File: config.mk
export PLATFORM = sky130hd
export DESIGN_NAME = sbm_cfg
export DESIGN_NICKNAME = d
export VERILOG_FILES = /design/src/sbm_pkg.sv /design/src/sbm_cfg.sv
export SDC_FILE = /design/constraint.sdc
export NUM_CORES = 1
export LEC_CHECK = 0
export BUFFER_PORTS_ARGS = -buffer_cell sky130_fd_sc_hd__buf_2
export CORE_MARGIN = 4
export CORE_UTILIZATION = 52
export DETAILED_ROUTE_END_ITERATION = 10
export PLACE_DENSITY_LB_ADDON = 0.12
export SLEW_MARGIN = 0
export SYNTH_ARGS = -nofsm -noshare
export SYNTH_HDL_FRONTEND = slang
export SYNTH_SLANG_ARGS = --single-unit
File: constraint.sdc
create_clock -name clk -period 1.19 [get_ports clk]
set_clock_uncertainty 0.15 [all_clocks]
set_input_delay 0.0595 -clock clk [delete_from_list [all_inputs] [get_ports clk]]
set_output_delay 0.0595 -clock clk [all_outputs]
set_load 0.03 [all_outputs]
File: src/sbm_pkg.sv
`timescale 1ns / 1ps
`default_nettype none

package sbm_pkg;

	// Coefficient and register formats
	localparam int COEF_W     = 30;
	localparam int A1_W       = 28;
	localparam int A2_W       = 27;
	localparam int GAIN_W     = 16;
	localparam int CFG_DATA_W = 30;
	localparam int CFG_IDX_W  = 3;
	localparam int COEF_FRAC  = 26;
	localparam int GAIN_SHIFT = 15;

	// Default widths of samples and internal values
	localparam int SAMPLE_WIDTH_DEF = 24;
	localparam int STATE_WIDTH_DEF  = 32;

	// Section sequencing
	localparam int NSEC   = 8;
	localparam int SEC_W  = 3;
	localparam int STEP_W = 3;

	localparam logic [SEC_W-1:0] SEC_LAST  = SEC_W'(NSEC - 1);
	localparam logic [SEC_W-1:0] SEC_LP2_L = 3'd1;
	localparam logic [SEC_W-1:0] SEC_HP2_L = 3'd3;
	localparam logic [SEC_W-1:0] SEC_LP2_R = 3'd5;
	localparam logic [SEC_W-1:0] SEC_HP2_R = 3'd7;

	// Steps inside one section: five products, then finish
	localparam logic [STEP_W-1:0] STEP_X0  = 3'd0;
	localparam logic [STEP_W-1:0] STEP_X1  = 3'd1;
	localparam logic [STEP_W-1:0] STEP_X2  = 3'd2;
	localparam logic [STEP_W-1:0] STEP_Y1  = 3'd3;
	localparam logic [STEP_W-1:0] STEP_Y2  = 3'd4;
	localparam logic [STEP_W-1:0] STEP_FIN = 3'd5;

	// Clamp limits and reset values
	localparam logic signed [COEF_W-1:0] B0_MAX = 30'sd335544320;
	localparam logic signed [COEF_W-1:0] B0_MIN = -30'sd335544320;
	localparam logic signed [A1_W-1:0]   A1_MAX = 28'sd133546639;
	localparam logic signed [A1_W-1:0]   A1_MIN = -28'sd133546639;
	localparam logic signed [A2_W-1:0]   A2_MAX = 27'sd66437775;
	localparam logic signed [A2_W-1:0]   A2_MIN = -27'sd66437775;
	localparam logic [GAIN_W-1:0]        GAIN_MAX   = 16'd32768;
	localparam logic [GAIN_W-1:0]        GAIN_RESET = 16'd16384;

	typedef enum logic [CFG_IDX_W-1:0] {
		REG_LP_B0  = 3'd0,
		REG_HP_B0  = 3'd1,
		REG_A1     = 3'd2,
		REG_A2     = 3'd3,
		REG_GAIN   = 3'd4,
		REG_BYPASS = 3'd5
	} cfg_idx_t;

	typedef struct packed {
		logic signed [COEF_W-1:0] lp_b0;
		logic signed [COEF_W-1:0] hp_b0;
		logic signed [A1_W-1:0]   a1;
		logic signed [A2_W-1:0]   a2;
		logic [GAIN_W-1:0]        gain;
		logic                     bypass;
	} cfg_t;

	typedef struct packed {
		logic              load;
		logic              mac;
		logic [SEC_W-1:0]  sec;
		logic [STEP_W-1:0] step;
		logic              mono_mul;
		logic              mono_fin;
		logic              out_load;
	} cmd_t;

	typedef enum logic [2:0] {
		ST_IDLE,
		ST_SEC,
		ST_MONO_MUL,
		ST_MONO_FIN,
		ST_DONE
	} state_t;

endpackage

`default_nettype wire

File: src/sbm_cfg.sv
`timescale 1ns / 1ps
`default_nettype none

module sbm_cfg import sbm_pkg::*; (
	input  logic                  clk,
	input  logic                  arst_n,
	input  logic                  wr_en,
	input  logic [CFG_IDX_W-1:0]  wr_index,
	input  logic [CFG_DATA_W-1:0] wr_data,
	output cfg_t                  cfg
);

	cfg_t cfg_q;

	logic signed [COEF_W-1:0] b0_w, b0_clamp;
	logic signed [A1_W-1:0]   a1_w, a1_clamp;
	logic signed [A2_W-1:0]   a2_w, a2_clamp;
	logic [GAIN_W-1:0]        gain_w, gain_clamp;

	// Clamp write data to each register's range
	always_comb begin
		b0_w   = $signed(wr_data[COEF_W-1:0]);
		a1_w   = $signed(wr_data[A1_W-1:0]);
		a2_w   = $signed(wr_data[A2_W-1:0]);
		gain_w = wr_data[GAIN_W-1:0];

		b0_clamp   = (b0_w > B0_MAX) ? B0_MAX : ((b0_w < B0_MIN) ? B0_MIN : b0_w);
		a1_clamp   = (a1_w > A1_MAX) ? A1_MAX : ((a1_w < A1_MIN) ? A1_MIN : a1_w);
		a2_clamp   = (a2_w > A2_MAX) ? A2_MAX : ((a2_w < A2_MIN) ? A2_MIN : a2_w);
		gain_clamp = (gain_w > GAIN_MAX) ? GAIN_MAX : gain_w;
	end

	// Decode the register index; unknown indexes are dropped
	always_ff @(posedge clk or negedge arst_n) begin
		if (!arst_n) begin
			cfg_q.lp_b0  <= '0;
			cfg_q.hp_b0  <= '0;
			cfg_q.a1     <= '0;
			cfg_q.a2     <= '0;
			cfg_q.gain   <= GAIN_RESET;
			cfg_q.bypass <= 1'b1;
		end else if (wr_en) begin
			unique case (wr_index)
				REG_LP_B0:  cfg_q.lp_b0  <= b0_clamp;
				REG_HP_B0:  cfg_q.hp_b0  <= b0_clamp;
				REG_A1:     cfg_q.a1     <= a1_clamp;
				REG_A2:     cfg_q.a2     <= a2_clamp;
				REG_GAIN:   cfg_q.gain   <= gain_clamp;
				REG_BYPASS: cfg_q.bypass <= wr_data[0];
				default: ;
			endcase
		end
	end

	assign cfg = cfg_q;

endmodule

`default_nettype wire

==> results.cfg, run 1 <==
[status]
status = aborted with a tool error
lastStage = 4_1_cts
error_line = [ERROR DPL-0038] Utilization greater than 100%, impossible to legalize

[place]
place_congestion = 0.934
dp_hpwl_um = 13700
pre_cts_ws_ps = -863
port-buffer-count = 167

[cts]
cts_sinks = 132
cts_setup_buffers = 61
clock_path_buffers = 2
cts_buffers = 17
cts_hold_buffers = 42
htree_levels = 4
cts_resized = 412
cts-root-buf = clkbuf_8

[synthesis]
synthCells = 591
yosysSeqAreaShare_pct = 58.7
synth.avg_cell_area_um2 = 9.53
ys.warnings.count = 0
synth_edf_count = 0
synth.distinct_cells = 49
async_flop_share_pct = 100
synthFlopType = dfrtp_1
syn_area_mm2 = 0.00563
synth-seq-cells = 132
syn_nets = 630

[floorplanning]
die_h_um = 112
die_w_um = 112
initial_utilization_pct = 54.1
io_pins = 168
row_count = 37
==> cells by family after synthesis <==
group           synth area share (%)
fa+ha+maj                      0.666
compound gates                  16.2
simple gates                    20.7
buf+inv                         3.33
flops                           58.7
mux                            0.400
==> Yosys cell counts (6+ instances only) <==
library cell  count  share of area [%]
nor2_1           64                4.3
clkbuf_1         30                2.0
a21oi_1          49                4.4
nor3b_1          15                2.0
nand2b_1         19                2.1
o21ai_1          10               0.89
a22o_1           12                1.9
nand2_1         123                8.2
buf_2             6               0.53
o21ai_0          64                5.7
dfrtp_1         130                 58
==> stage by stage <==
stage	cells	instance area (µm²)	setup TNS [ps]	hold WS [ps]	util, %
3_5_place_dp	948	7630	-64910	-181	73.2
3_3_place_gp	948	7630	-62310	-179	73.2
2_1_floorplan	591	6140	-30380	-386	-
==> run 2: changes to the inputs <==
--- a/config.mk
+++ b/config.mk
@@ -7,9 +7,9 @@
 export LEC_CHECK = 0
 export BUFFER_PORTS_ARGS = -buffer_cell sky130_fd_sc_hd__buf_2
 export CORE_MARGIN = 4
-export CORE_UTILIZATION = 52
+export CORE_UTILIZATION = 40
 export DETAILED_ROUTE_END_ITERATION = 10
-export PLACE_DENSITY_LB_ADDON = 0.12
+export PLACE_DENSITY_LB_ADDON = 0.15
 export SLEW_MARGIN = 0
 export SYNTH_ARGS = -nofsm -noshare
 export SYNTH_HDL_FRONTEND = slang
==> run 2 against run 1 <==
Against the previous run:
- the flow now finishes, with violations (negative hold slack, negative setup slack)
- synthesized area unchanged
- synthesized cell count unchanged
==> results.cfg, run 2 <==
[hold_path]
hold_path_startpoint = wr_data[29]
holdCritPathClass = input pin to flip-flop

[critical_path]
cp.arrival_ps = 1930
worstReg2RegStart = cfg[128]$_DFFE_PN0P_
crit_required_ps = 1360
crit_buf_inv = 3
endpoint_kind = flip-flop
cpLargestDelayFamily = simple AND/OR/NAND/NOR gates
path_cells = buf_8 -> nor4_4 -> o21ai_2 -> nand2_1 -> a21oi_2 -> o21ai_2 -> ha_4 -> buf_12 -> buf_12 -> nor2_1 -> nor2_1 -> a21oi_1 -> nor2_1
cp_slowest_cell = nor4_4
start_kind = input pin
critPathMaxFanout = 7
critPathKind = input pin to flip-flop
slowest_delay_ps = 320
critPathLaunch = wr_data[2]
cp_common_cell = nor2_1

[detailed_routing]
wire_per_inst_um = 22.0
route.detailed.drc = 0
viasPerCell = 5.62
vias = 6432
finalWirelength_um = 25200
first_pass_iters = 5
ant_nets = 0
drt_iter0_drc = 567

[finish]
multiInputGateArea_mm2 = 0.00307
layout_commonest_cell = buf_6
design_area_mm2 = 0.0111
largest_reg_flops = 132
n_fill_cell = 727
layout_common_cells = 164 x buf_6, 133 x buf_4, 130 x dfrtp_1
area_growth_pct = 96.8
seq_area_mm2 = 0.00331
finalNetCount = 987
drive_gt1_share_pct = 54.4

[sta]
setup_violations = 99
maxClockFrequency_mhz = 567
fin_crit_sh_pct = 148
worst_slew_pin_slew_ps = 445
max-slew-margin-rel_pct = 70.3
fin_ws_ps = -574
fin_crit_ps = 1760
finalMaxSlewViolations = 0
rsz0062_at_grt = yes
tns_ps = -20710
holdWs_ps = -53.7
hold_violations = 32

[cts]
cts_tree = done
htree_levels = 4
clkSlewWorstSetupHoldPaths_ps = 60
cts-root-buf = clkbuf_16
clock_latency_ps = 420
cts_sinks = 132
cts_buffers = 17
clock_path_buffers = 2

[status]
violations = negative hold slack, negative setup slack
status = finished with violations

[global_route]
grt_pass1_wl_um = 35700
grt_pass1_vias = 6363
overflow = 0
grt_max_degree = 38
antenna_found_initial = 3
grt.total_usage_pct = 28.8

[run]
cap_violations = 0

[synthesis]
synth-seq-cells = 132
async_flop_share_pct = 100
yosysSeqAreaShare_pct = 58.7
synth.avg_cell_area_um2 = 9.53
ys.warnings.count = 0
synth_area_leaders = dfrtp_1 58%, nand2_1 8.2%, o21ai_0 5.7%, a21oi_1 4.4%, nor2_1 4.3%
synth_edf_count = 0
synth_top_area_share_pct = 57.8
syn_area_mm2 = 0.00563
netlist.top_cell.by_area = dfrtp_1
syn_nets = 630
synth.distinct_cells = 49
synth_common_cells = 130 x dfrtp_1, 123 x nand2_1, 64 x nor2_1, 64 x o21ai_0, 49 x a21oi_1
synth_most_common_cell = dfrtp_1
synthFlopType = dfrtp_1
synthCells = 591

[floorplanning]
io_pins = 168
row_count = 43
initial_utilization_pct = 40.7
core_area_mm2 = 0.0138
die_w_um = 127
die_h_um = 127
die_area_mm2 = 0.0160

[pwr]
p_leak_uw = 0.00528
peakVddDrop_v = 0.00131
power_uw = 18300
cellPowerDensity_mw_per_mm2 = 1660

[place]
port-buffer-count = 167
place_area_mm2 = 0.00765
place_congestion = 0.849
dp_hpwl_um = 14000
==> run 2: cell counts after synthesis <==
No cell type changed its count.
==> run 2: repair_timing <==
action / in CTS / in global routing
endpoints found under the hold margin: 203 / 33
pin swaps: 50 / 60
hold buffers: 33 / 2
gates cloned: 6 / 2
endpoints found under the setup margin: 188 / 221
setup buffers: 42 / 43
resized for setup: 341 / 142
==> run 2: where the power goes <==
group	internal, µW	total [µW]	switching, µW
logic	3180	6770	3590
clock network	3610	5550	1950
registers	5310	6030	713
==> run 2: worst paths after layout <==
path	end	slack [ps]	depth (start not counted)
setup / recovery	cfg[23]$_DFFE_PN0P_	-570	13
hold / removal	cfg[101]$_DFFE_PN0P_	-50	4
setup reg to reg	cfg[128]$_DFFE_PN0P_	120	3
max in group asynchronous	cfg[118]$_DFFE_PN0P_	380	3
min in group asynchronous	cfg[86]$_DFFE_PN0P_	-30	2
hold reg to reg	cfg[126]$_DFFE_PN0P_	360	2
==> run 2: metal layers <==
layer	vias up	track usage (%)	share of wire (%)
li1	2752	-	-
met1	3224	37.1	38
met2	375	45.8	49
met3	79	8.67	8.8
met4	2	11.6	3.8
met5	-	0	0.028
==> run 2: metrics by stage <==
| stage | hold slack, ps | cells | setup WS, ps | utilization, % |
|---|---|---|---|---|
| floorplan | -386 | 591 | -609 | - |
| global placement | -161 | 984 | -776 | 55.3 |
| detailed placement | -155 | 984 | -822 | 55.3 |
| CTS | -91.9 | 1097 | -324 | 74.3 |
| global route | -42.0 | 1143 | -641 | 80.1 |
| finish | -53.7 | 1144 | -574 | 80.2 |
==> run 2: area by class of cell <==
type / instances / share of cell area (%)
timing repair buffer: 377 / 34.5
tap: 180 / 2.03
antenna: 3 / 0.0677
clock buffer: 23 / 4.22
sequential: 132 / 29.8
inverter: 4 / 0.248
clock inverter: 9 / 1.37
multi-input combinational: 416 / 27.7
==> run 2: kinds of logic after synthesis <==
group	count (synthesis)	synth area share, %
buffers and inverters	44	3.33
and+or+nand+nor	253	20.7
adders and majority gates	3	0.666
DFF	132	58.7
muxes	2	0.400
AOI/OAI and AO/OA	157	16.2
==> run 2: worst min-delay path: cells and delay by family <==
kind / cells / cell delay (ps)
AND/OR/NAND/NOR: 1 / 80
AO/OA/AOI/OAI: 1 / 70
adder cells (fa/ha/maj): 1 / 150
buffers and inverters: 1 / 110
Note: power is estimated with default switching activity, not from simulation.
