===== config.mk =====
export PLATFORM = sky130hd
export DESIGN_NAME = sbm_ctrl
export DESIGN_NICKNAME = d
export VERILOG_FILES = /design/src/sbm_pkg.sv /design/src/sbm_ctrl.sv
export SDC_FILE = /design/constraint.sdc
export NUM_CORES = 1
export LEC_CHECK = 0
export BUFFER_PORTS_ARGS = -buffer_cell sky130_fd_sc_hd__buf_4
export CAP_MARGIN = 20
export CORE_MARGIN = 2
export CORE_UTILIZATION = 45
export CTS_CLUSTER_DIAMETER = 100
export DETAILED_ROUTE_END_ITERATION = 12
export PLACE_DENSITY = 0.71
export SLEW_MARGIN = 20
export SYNTH_ARGS = -nofsm -noshare
export SYNTH_HDL_FRONTEND = slang
export SYNTH_SLANG_ARGS = --single-unit

===== constraint.sdc =====
create_clock -name clk -period 4.4 [get_ports clk]
set_input_delay 0.44 -clock clk [delete_from_list [all_inputs] [get_ports clk]]
set_output_delay 0.44 -clock clk [all_outputs]
set_load 0.1 [all_outputs]

===== src/sbm_pkg.sv =====
`timescale 1ns / 1ps
`default_nettype none

package sbm_pkg;

	// Coefficient and register formats
	localparam int COEF_W     = 30;
	localparam int A1_W       = 28;
	localparam int A2_W       = 27;
	localparam int GAIN_W     = 16;
	localparam int CFG_DATA_W = 30;
	localparam int CFG_IDX_W  = 3;
	localparam int COEF_FRAC  = 26;
	localparam int GAIN_SHIFT = 15;

	// Default widths of samples and internal values
	localparam int SAMPLE_WIDTH_DEF = 24;
	localparam int STATE_WIDTH_DEF  = 32;

	// Section sequencing
	localparam int NSEC   = 8;
	localparam int SEC_W  = 3;
	localparam int STEP_W = 3;

	localparam logic [SEC_W-1:0] SEC_LAST  = SEC_W'(NSEC - 1);
	localparam logic [SEC_W-1:0] SEC_LP2_L = 3'd1;
	localparam logic [SEC_W-1:0] SEC_HP2_L = 3'd3;
	localparam logic [SEC_W-1:0] SEC_LP2_R = 3'd5;
	localparam logic [SEC_W-1:0] SEC_HP2_R = 3'd7;

	// Steps inside one section: five products, then finish
	localparam logic [STEP_W-1:0] STEP_X0  = 3'd0;
	localparam logic [STEP_W-1:0] STEP_X1  = 3'd1;
	localparam logic [STEP_W-1:0] STEP_X2  = 3'd2;
	localparam logic [STEP_W-1:0] STEP_Y1  = 3'd3;
	localparam logic [STEP_W-1:0] STEP_Y2  = 3'd4;
	localparam logic [STEP_W-1:0] STEP_FIN = 3'd5;

	// Clamp limits and reset values
	localparam logic signed [COEF_W-1:0] B0_MAX = 30'sd335544320;
	localparam logic signed [COEF_W-1:0] B0_MIN = -30'sd335544320;
	localparam logic signed [A1_W-1:0]   A1_MAX = 28'sd133546639;
	localparam logic signed [A1_W-1:0]   A1_MIN = -28'sd133546639;
	localparam logic signed [A2_W-1:0]   A2_MAX = 27'sd66437775;
	localparam logic signed [A2_W-1:0]   A2_MIN = -27'sd66437775;
	localparam logic [GAIN_W-1:0]        GAIN_MAX   = 16'd32768;
	localparam logic [GAIN_W-1:0]        GAIN_RESET = 16'd16384;

	typedef enum logic [CFG_IDX_W-1:0] {
		REG_LP_B0  = 3'd0,
		REG_HP_B0  = 3'd1,
		REG_A1     = 3'd2,
		REG_A2     = 3'd3,
		REG_GAIN   = 3'd4,
		REG_BYPASS = 3'd5
	} cfg_idx_t;

	typedef struct packed {
		logic signed [COEF_W-1:0] lp_b0;
		logic signed [COEF_W-1:0] hp_b0;
		logic signed [A1_W-1:0]   a1;
		logic signed [A2_W-1:0]   a2;
		logic [GAIN_W-1:0]        gain;
		logic                     bypass;
	} cfg_t;

	typedef struct packed {
		logic              load;
		logic              mac;
		logic [SEC_W-1:0]  sec;
		logic [STEP_W-1:0] step;
		logic              mono_mul;
		logic              mono_fin;
		logic              out_load;
	} cmd_t;

	typedef enum logic [2:0] {
		ST_IDLE,
		ST_SEC,
		ST_MONO_MUL,
		ST_MONO_FIN,
		ST_DONE
	} state_t;

endpackage

`default_nettype wire


===== src/sbm_ctrl.sv =====
`timescale 1ns / 1ps
`default_nettype none

module sbm_ctrl import sbm_pkg::*; (
	input  logic clk,
	input  logic arst_n,
	input  logic s_tvalid,
	output logic s_tready,
	output logic m_tvalid,
	input  logic m_tready,
	input  logic bypass,
	output cmd_t cmd
);

	state_t            state_q, state_d;
	logic [SEC_W-1:0]  sec_q, sec_d;
	logic [STEP_W-1:0] step_q, step_d;
	logic              m_tvalid_q, m_tvalid_d;

	// Hold state, counters and output valid
	always_ff @(posedge clk or negedge arst_n) begin
		if (!arst_n) begin
			state_q    <= ST_IDLE;
			sec_q      <= '0;
			step_q     <= STEP_X0;
			m_tvalid_q <= 1'b0;
		end else begin
			state_q    <= state_d;
			sec_q      <= sec_d;
			step_q     <= step_d;
			m_tvalid_q <= m_tvalid_d;
		end
	end

	// Sequence eight sections, the mono gain, then the output transfer; bypass skips to the output transfer
	always_comb begin
		state_d    = state_q;
		sec_d      = sec_q;
		step_d     = step_q;
		m_tvalid_d = m_tvalid_q && !m_tready;
		s_tready   = 1'b0;
		cmd        = '0;
		cmd.sec    = sec_q;
		cmd.step   = step_q;

		unique case (state_q)
			ST_IDLE: begin
				s_tready = 1'b1;
				if (s_tvalid) begin
					cmd.load = 1'b1;
					sec_d    = '0;
					step_d   = STEP_X0;
					state_d  = bypass ? ST_DONE : ST_SEC;
				end
			end
			ST_SEC: begin
				cmd.mac = 1'b1;
				if (step_q == STEP_FIN) begin
					step_d = STEP_X0;
					if (sec_q == SEC_LAST) begin
						state_d = ST_MONO_MUL;
					end else begin
						sec_d = sec_q + 1'b1;
					end
				end else begin
					step_d = step_q + 1'b1;
				end
			end
			ST_MONO_MUL: begin
				cmd.mono_mul = 1'b1;
				state_d      = ST_MONO_FIN;
			end
			ST_MONO_FIN: begin
				cmd.mono_fin = 1'b1;
				state_d      = ST_DONE;
			end
			ST_DONE: begin
				if (!m_tvalid_q || m_tready) begin
					cmd.out_load = 1'b1;
					m_tvalid_d   = 1'b1;
					state_d      = ST_IDLE;
				end
			end
			default: begin
				state_d = ST_IDLE;
			end
		endcase
	end

	assign m_tvalid = m_tvalid_q;

endmodule

`default_nettype wire


Yosys cells after proc, flatten, opt, wreduce, memory -nomap -nowiden
Index checks and enable logic that the tools add are counted.
- reduce and logical (&&, ||, !) cells: 9
- add/sub/neg operators: 2
- eq/ne operators: 11
- muxes and demuxes: 22
- operators by type and width (operator ; number):
    $mux W3 ; 9
    $pmux W3 S5 ; 1
    $pmux W3 S2 ; 2
    $mux W1 ; 10
    $ne A2 B2 Y1 const B ; 5
    $eq A3 B3 Y1 const B ; 3
    $reduce_and A4 Y1 ; 2
    $add A3 B1 Y3 const B ; 2
    $eq A3 B2 Y1 const B ; 2
    $eq A3 B1 Y1 const B ; 1
    $logic_not A3 Y1 ; 1
    $logic_not A1 Y1 ; 2
    $reduce_and A2 Y1 ; 1
    $reduce_bool A2 Y1 ; 1
    $logic_and A1 B1 Y1 ; 1
    $logic_or A1 B1 Y1 ; 1
- bits of input ports: 5
- bits in registers: 10
- output and inout bits: 13

Depth between registers and ports, before layout
- depth in word-level cells: 4
- depth in mapped cells: 5
- depth with buffers taken out: 5

Least setup slack after synthesis
Ideal clock, no wire load.
- path kind: register to output
- start point: register state_q[0]
- end point: output cmd[2] (netlist bit)
- path buffers: 1
- stages on the path, launching flop included: 3
- arrival: 2.807 ns
- setup slack: 1.153 ns
- data required time: 3.960 ns
- cells stage by stage: dfrtp_1 -> buf_2 -> nor3b_1
- RTL lines (item ; line ; RTL):
    start, declared ; sbm_ctrl.sv:15 ; state_t state_q, state_d;
    start signal, assigned ; sbm_ctrl.sv:28 ; state_q <= state_d;
    end, declared ; sbm_ctrl.sv:12 ; output cmd_t cmd

==> results.md <==
* Status: completed
* Min setup slack post-route at approximately 2200 ps
* Wire length of the first global-routing pass at 1740 µm
* Setup TNS Final at 0 ps
* Pleak at 0.405 nW
* Cts bufs inserted at 3
* Required time of the critical path at 3960 ps
* Final critical-path required period at 2170 ps
* Number of DRC violations after detailed-routing iteration 0 at 14
* Leading cell type by number of instances after synthesis: sky130_fd_sc_hd__dfrtp_1
* Number of synthesized register bits at 10
* Clock insertion delay at the later pin of the skew report at between 200 and 300 ps
* Setup repair after global routing missed its margin: false
* I/O pin cnt at 18
* Final antenna-violating net count at 0
* Cell area after technology mapping at 596 µm²
* Power density of the placed cells at between 300 and 400 nW/µm²
* Category of the worst setup path launch point: register
* Height of the die at 40.4 µm
* Distinct cell type count after synthesis at 29
* Maximum number of pins on one net before global-route repair at 14
* Worst R2R Start: sec_q[0]$_DFFE_PN0P_
* Post-synthesis async set-or-reset flop share at 100%
* Maximum vdd ir drop at 0.000167 V
* Predominant post-synthesis flop cell: sky130_fd_sc_hd__dfrtp_1
* Fraction of post-synthesis cell area in the top cell type by area at 42.0%
* Core area at about 1300 µm²
* Number of hold violations in the final report at 0
* Synthesized Nets at 62
* Total GRT Usage at 17.0%
* Estimated wirelength of the detail-placed design at ~860 µm
* Worst r2r path cells at 5
* Worst slew pin tran at 384 ps
* Std cell rows at 13
* Top post-synthesis cells by area: sky130_fd_sc_hd__dfrtp_1 42%, sky130_fd_sc_hd__mux2i_1 5.0%, sky130_fd_sc_hd__nand2_1 4.4%, sky130_fd_sc_hd__ha_1 4.2%, sky130_fd_sc_hd__nor4b_4 4.0%
* Critical Path Sink Type: output port
* Via count at around 460
* Layout Nets at between 80 and 90
* Final hold slack at 477 ps
* Initial Utilization at 46.9%
* Ratio of cells with drive above 1 in the final layout at about a third
* Yosys synthesis warning count at 0
* Count of H-tree levels built during CTS at 1
* Remaining Overflow, GRT at 0
* CP arrival at 1730 ps
* Post-CTS Resized at 0
* Total setup violations reported at the end of the flow at 0
* Synthesis-to-layout area growth at 27.3%
* Final core utilization at 59.8%
* Worst slack after detailed placement at around 2500 ps
* Register-to-register path setup slack at 2860 ps
* Number of cells on the worst hold path at 3
* Number of antenna violations at the first check in global routing at 0
* Antenna diodes at 0
* Vias in the first global route at 405
* Clock transition at the registers of the reported paths at 60 ps
* Maximum capacitance violations at 0
* Cell count after synthesis at 55
* Cell type contributing the most total cell area after synthesis: sky130_fd_sc_hd__dfrtp_1
* Top achievable clock speed at between 0.4 and 0.5 GHz
* Post-synthesis sequential area ratio at between 40% and 50%
* TritonCTS clock tree: yes
* Synthesized area per cell at 10.8 µm²
* Residual DRC at 0
* Num Clock Sinks at 10
* Cell area reported after detailed placement at 726 µm²
* Post-Route WL at ~1100 µm
* Post-Layout Inst Area at ~760 µm²
* Start point of the worst hold path: m_tready
* Setup Crit Path Kind: reg -> out
* Final slew viol count at 0
* Number of vias per cell after detailed routing at around 5.2
* Die Footprint at around 1600 µm²
* DR pass1 iterations at 3
* Most frequent cells after synthesis: 10 x sky130_fd_sc_hd__dfrtp_1, 7 x sky130_fd_sc_hd__nand2_1, 5 x sky130_fd_sc_hd__inv_1
* Overall die width at ~40 µm
* Min-Delay Path Class: in -> reg
* Count of flip-flops with a built-in enable after synthesis at 0
* Worst slew margin at 74.1%
* Filler cell count at 109
* Post-route clock skew at 7.97 ps
* Portion of the clock cycle consumed by the worst path in the final layout at 49.2%
* Avg WL per Cell at 12.5 µm
* Largest driver fanout on the critical path at 13
* Max clock buf depth at 2
* Reg-to-Reg End: sec_q[1]$_DFFE_PN0P_
* Hold path endpoint: m_tvalid$_DFF_PN0_
* CTS Root Cell: sky130_fd_sc_hd__clkbuf_4
* IO Port Bufs at 17
* Placer congestion estimate at between 0.7 and 0.8
[worst max path at each step]
stage	slack, ps	depth (start not counted)	end	start
finish	2230	3	cmd[10]	state_q[0]$_DFFE_PN0P_
global route	2160	3	cmd[10]	state_q[0]$_DFFE_PN0P_
CTS	2230	3	cmd[10]	state_q[0]$_DFFE_PN0P_
detailed placement	2520	3	cmd[10]	state_q[0]$_DFFE_PN0P_
global placement	2540	3	cmd[10]	state_q[0]$_DFFE_PN0P_
floorplan	1150	2	cmd[2]	state_q[0]$_DFFE_PN0P_
[kinds of logic after synthesis]
kind of cell	Yosys count	share of synthesized area, %
AO/OA/AOI/OAI	10	14.3
adder cells (fa/ha/maj)	2	4.20
buffers and inverters	7	5.88
flip-flops	10	42.0
multiplexers	4	6.93
AND/OR/NAND/NOR	22	26.7
[critical path, cell delays in order, from the launching register on]
cell	delay [ps]
sky130_fd_sc_hd__dfrtp_1	490
sky130_fd_sc_hd__or4b_1	620
sky130_fd_sc_hd__inv_1	80
sky130_fd_sc_hd__buf_4	280
[flip-flops by register name, summed over array words and instances, names as in the netlist]
signal	count
sec_q	3
state_q	3
step_q	3
m_tvalid	1
[placed cells by master (no fill, tap or decap), drive strengths merged, types with 2 or more instances in the layout]
master and count:
nor2 3, inv 5, nand2b 2, ha 2, buf 17, mux2i 3, dfrtp 10, clkbuf 3
nand2 7, a21o 3
[metal layers]
layer  vias up  share of wire [%]  GRT usage [%]  wire [µm]
li1        235                  -              -          -
met5         -                  0              0          0
met4         0               0.81           5.00          9
met2        10                 47           26.2        527
met1       214                 46           20.8        514
met3         2                5.5           8.33         61
[area by class of cell]
| class | count | area (µm²) | area share, % |
|---|---|---|---|
| multi-input combinational | 38 | 310 | 40.9 |
| sequential | 10 | 250 | 33.0 |
| timing repair buffer | 18 | 138 | 18.2 |
| clock buffer | 3 | 22.5 | 2.97 |
| inverter | 5 | 18.8 | 2.48 |
| tap | 15 | 18.8 | 2.48 |
[power by group]
group / internal, mW / switching, mW / total [mW]
registers: 0.0967 / 0.00680 / 0.103
logic: 0.0225 / 0.0628 / 0.0853
clock network: 0.0314 / 0.0274 / 0.0588
[through the flow]
step / instances / power [mW]
2_1_floorplan: 55 / 0.172
3_5_place_dp: 85 / 0.190
3_3_place_gp: 85 / 0.189
4_1_cts: 89 / 0.252
6_report: 89 / 0.248
5_1_grt: 89 / 0.259
[timing repair]
item	in CTS	in global routing
hold buffers	1	0
hold endpoints to repair	10	0
buffers inserted	0	0
(Power assumes the default switching activity.)
